==> src/sv/aes_ram.sv <==
// ----------------------------------------------------------------------------
// Generic RAM
// Single write port, single read port with registered read data.
// ----------------------------------------------------------------------------
module aes_ram #(
  parameter int unsigned Width = 32,
  parameter int unsigned Depth = 64
) (
  input  logic                     clk,
  input  logic                     wr_en,
  input  logic [$clog2(Depth)-1:0] wr_addr,
  input  logic [Width-1:0]         wr_data,
  input  logic [$clog2(Depth)-1:0] rd_addr,
  output logic [Width-1:0]         rd_data
);

  logic [Width-1:0] mem [Depth];

  always_ff @(posedge clk) begin
    if (wr_en) begin
      mem[wr_addr] <= wr_data;
    end
    rd_data <= mem[rd_addr];
  end

endmodule

==> config.mk <==
export PLATFORM = sky130hd
export DESIGN_NAME = aes_ram
export DESIGN_NICKNAME = d
export VERILOG_FILES = /design/src/sv/aes_ram.sv
export SDC_FILE = /design/constraint.sdc
export NUM_CORES = 2
export LEC_CHECK = 0
export BUFFER_PORTS_ARGS = -buffer_cell sky130_fd_sc_hd__buf_2
export CORE_MARGIN = 10
export CORE_UTILIZATION = 51
export DETAILED_ROUTE_END_ITERATION = 8
export GPL_ROUTABILITY_DRIVEN = 0
export PLACE_DENSITY = 0.76
export SYNTH_ARGS = -nofsm -noshare
export SYNTH_HDL_FRONTEND = slang
export SYNTH_SLANG_ARGS = --single-unit
==> constraint.sdc <==
create_clock -name clk -period 4.3 [get_ports clk]
set_input_delay 0.43 -clock clk [delete_from_list [all_inputs] [get_ports clk]]
set_output_delay 0.43 -clock clk [all_outputs]
set_load 0.02 [all_outputs]
==> results.sh <==
export IMPL_start_util_pct=51.5
export IMPL_cts_tree="yes"
export IMPL_nets=3597
export IMPL_status="finished clean"
export IMPL_required_ps=4960
export IMPL_cts_resized=0
export IMPL_endpoint="rd_data[10]"
export IMPL_wl_per_cell_um=33.9
export IMPL_rsz0062_at_grt="no"
export IMPL_ys_top_cells_by_count="edfxtp_1, mux4_2, nor2_1"
export IMPL_core_rowCount=143
export IMPL_endpoint_kind="register"
export IMPL_setup_violations=0
export IMPL_yosysWarnings=0
export IMPL_yosysTopAreaCell="edfxtp_1"
export IMPL_clkSinkCount=2080
export IMPL_ys_seq_area_share_pct=79.1
export IMPL_grt_antenna_before_repair=13
export IMPL_syn_area_mm2=0.0785
export IMPL_r2r_cells=4
export IMPL_vdd_drop_max_mv=0.452
export IMPL_nFillCells=10499
export IMPL_rrSetupSlack_ps=2010
export IMPL_die_h_um=412
export IMPL_grt_pass1_vias=37925
export IMPL_synth_top_cell_area_share_pct=78.3
export IMPL_numPortBuffers=77
export IMPL_drive_gt1_share_pct=29.1
export IMPL_first_pass_iters=6
export IMPL_wirelength_um=194000
export IMPL_synthCells=3324
export IMPL_critPathKind="primary input to register"
export IMPL_crit_fanout=57
export IMPL_p_leak_uw=0.0273
export IMPL_drc_errors=0
export IMPL_area_growth_pct=12.3
export IMPL_drv_cap=0
export IMPL_synth_most_common_cell="edfxtp_1"
export IMPL_syn_area_per_cell_um2=23.6
export IMPL_worstReg2RegStart="mem[7][10]"
export IMPL_r2r_end="rd_data[10]"
export IMPL_ctsHoldBuffers=0
export IMPL_first_iter_violations=5911
export IMPL_die_area_mm2=0.170
export IMPL_synth_ff_type="edfxtp_1"
export IMPL_insertion_delay_ps=820
export IMPL_fin_skew_ps=18.2
export IMPL_grt_pass1_wl_um=280000
export IMPL_die_width_um=412
export IMPL_clockBufferDepth=3
export IMPL_synthesis_nets=3370
export IMPL_grt_remaining_overflow=0
export IMPL_cts_setup_buffers=0
export IMPL_synth_edf_count=2048
export IMPL_yosysUniqueCellTypes=34
export IMPL_ys_ff_latch=2080
export IMPL_grt_util_all_layers_pct=22.9
export IMPL_via_per_inst=6.59
export IMPL_core_area_mm2=0.152
export IMPL_numCtsBuffers=187
export IMPL_synth_area_top_cells="edfxtp_1, mux4_2, mux2i_1"
export IMPL_max_slew_margin_pct=14.6
export IMPL_cts_root_buffer="clkbuf_16"
export IMPL_cp_arrival_ps=3300
export IMPL_htree_num_levels=4
export IMPL_grt_max_degree=86
export IMPL_critPathLaunch="rd_addr[0]"
export IMPL_total_power_uw=40500
export IMPL_slew_viol_final=0
export IMPL_fmax_mhz=379
export IMPL_power_density_mw_per_mm2=460
export IMPL_detail_route_antenna_nets=0
export IMPL_ioPinCount=78
export IMPL_hp_start="wr_addr[1]"
export IMPL_vias=37804
export IMPL_max_slew_worst_pin_slew_ps=1280
export IMPL_async_flop_share_pct=0
export IMPL_clkTransAtPathRegs_ps=60
export IMPL_finalSetupTns_ps=0
export IMPL_hpwl_um=105000
export IMPL_hp_class="primary input to register"
export IMPL_fin_area_mm2=0.0882
export IMPL_crit_path_start_kind="primary input"
export IMPL_hold_viol_final=0
export IMPL_fin_crit_ps=2640
export IMPL_placed_area_mm2=0.0824
export IMPL_period_share_pct=61.4
-- per-stage QoR --
| stage | instances | setup WS, ps | utilization (%) | hold WS (ps) |
|---|---|---|---|---|
| after floorplan | 3324 | 710 | - | 529 |
| after global placement | 5392 | 830 | 54.0 | 739 |
| after detailed placement | 5392 | 820 | 54.0 | 837 |
| after CTS | 5731 | 1650 | 57.8 | 135 |
| after global routing | 5731 | 1560 | 57.8 | 187 |
| final | 5738 | 1660 | 57.8 | 189 |
-- layout by cell type (no fill, tap or decap), types with 5 or more instances in the layout --
master     count
a21oi_1       62
a22oi_1       12
a311oi_1       8
buf_12        19
buf_2         73
buf_4        125
bufinv_16      9
clkbuf_1      62
clkbuf_16    191
clkbuf_8       8
clkinv_1      35
clkinv_2      23
dfxtp_1       32
diode_2        7
edfxtp_1    2048
inv_6          5
mux2i_1       93
mux4_2       544
nand2_1       26
nand2b_1       7
nand3_1        5
nand3b_1       5
nor2_1        74
nor2_4        62
nor2b_1       15
nor3_1         5
o221ai_1      27
o22ai_1       84
-- worst max-delay path, stage by stage --
cell and delay [ps]:
buf_8 190, buf_12 390, buf_4 370, mux4_2 540
mux4_2 490, o22ai_1 680, nor2_1 120
-- metal layers --
layer	share of wire [%]	track usage, %	vias to the layer above
met4	3.9	8.79	10
li1	-	-	14705
met5	0.039	0	-
met3	12	5.11	417
met1	37	32.4	20058
met2	47	35.1	2614
-- cell type report --
class | count | area, um^2 | area share, %
Clock buffer | 261 | 5120 | 5.81
Timing Repair Buffer | 220 | 1730 | 1.96
Sequential cell | 2080 | 62100 | 70.5
Multi-Input combinational cell | 1062 | 16000 | 18.1
Tap cell | 2030 | 2540 | 2.88
Antenna cell | 7 | 17.5 | 0.0199
Clock inverter | 78 | 636 | 0.721
-- sequential cells by signal, summed over array words and instances, names as in the netlist --
signal and count:
mem 2048, rd_data 32
-- power breakdown --
group	internal, uW	switching, uW	total (uW)
sequential	22500	114	22600
clock	8840	7110	15900
combinational	747	1250	2000
-- worst min-delay path by stage --
stage | end | slack, ps | depth (start not counted)
floorplan | mem[0][0] | 530 | 0
global placement | rd_data[8] | 740 | 4
detailed placement | rd_data[8] | 840 | 4
CTS | mem[48][20] | 140 | 2
global route | mem[48][17] | 190 | 2
finish | mem[48][17] | 190 | 2
-- cells by family (layout without fill, tap and decap cells) --
group,after synthesis,in the layout,share of synthesized area (%)
mux,637,637,16.8
buf+inv,182,559,1.13
simple gates,223,223,1.27
other cells,0,7,0
flops,2080,2080,79.1
compound gates,202,202,1.67
Note: power is estimated with default switching activity, not from simulation.
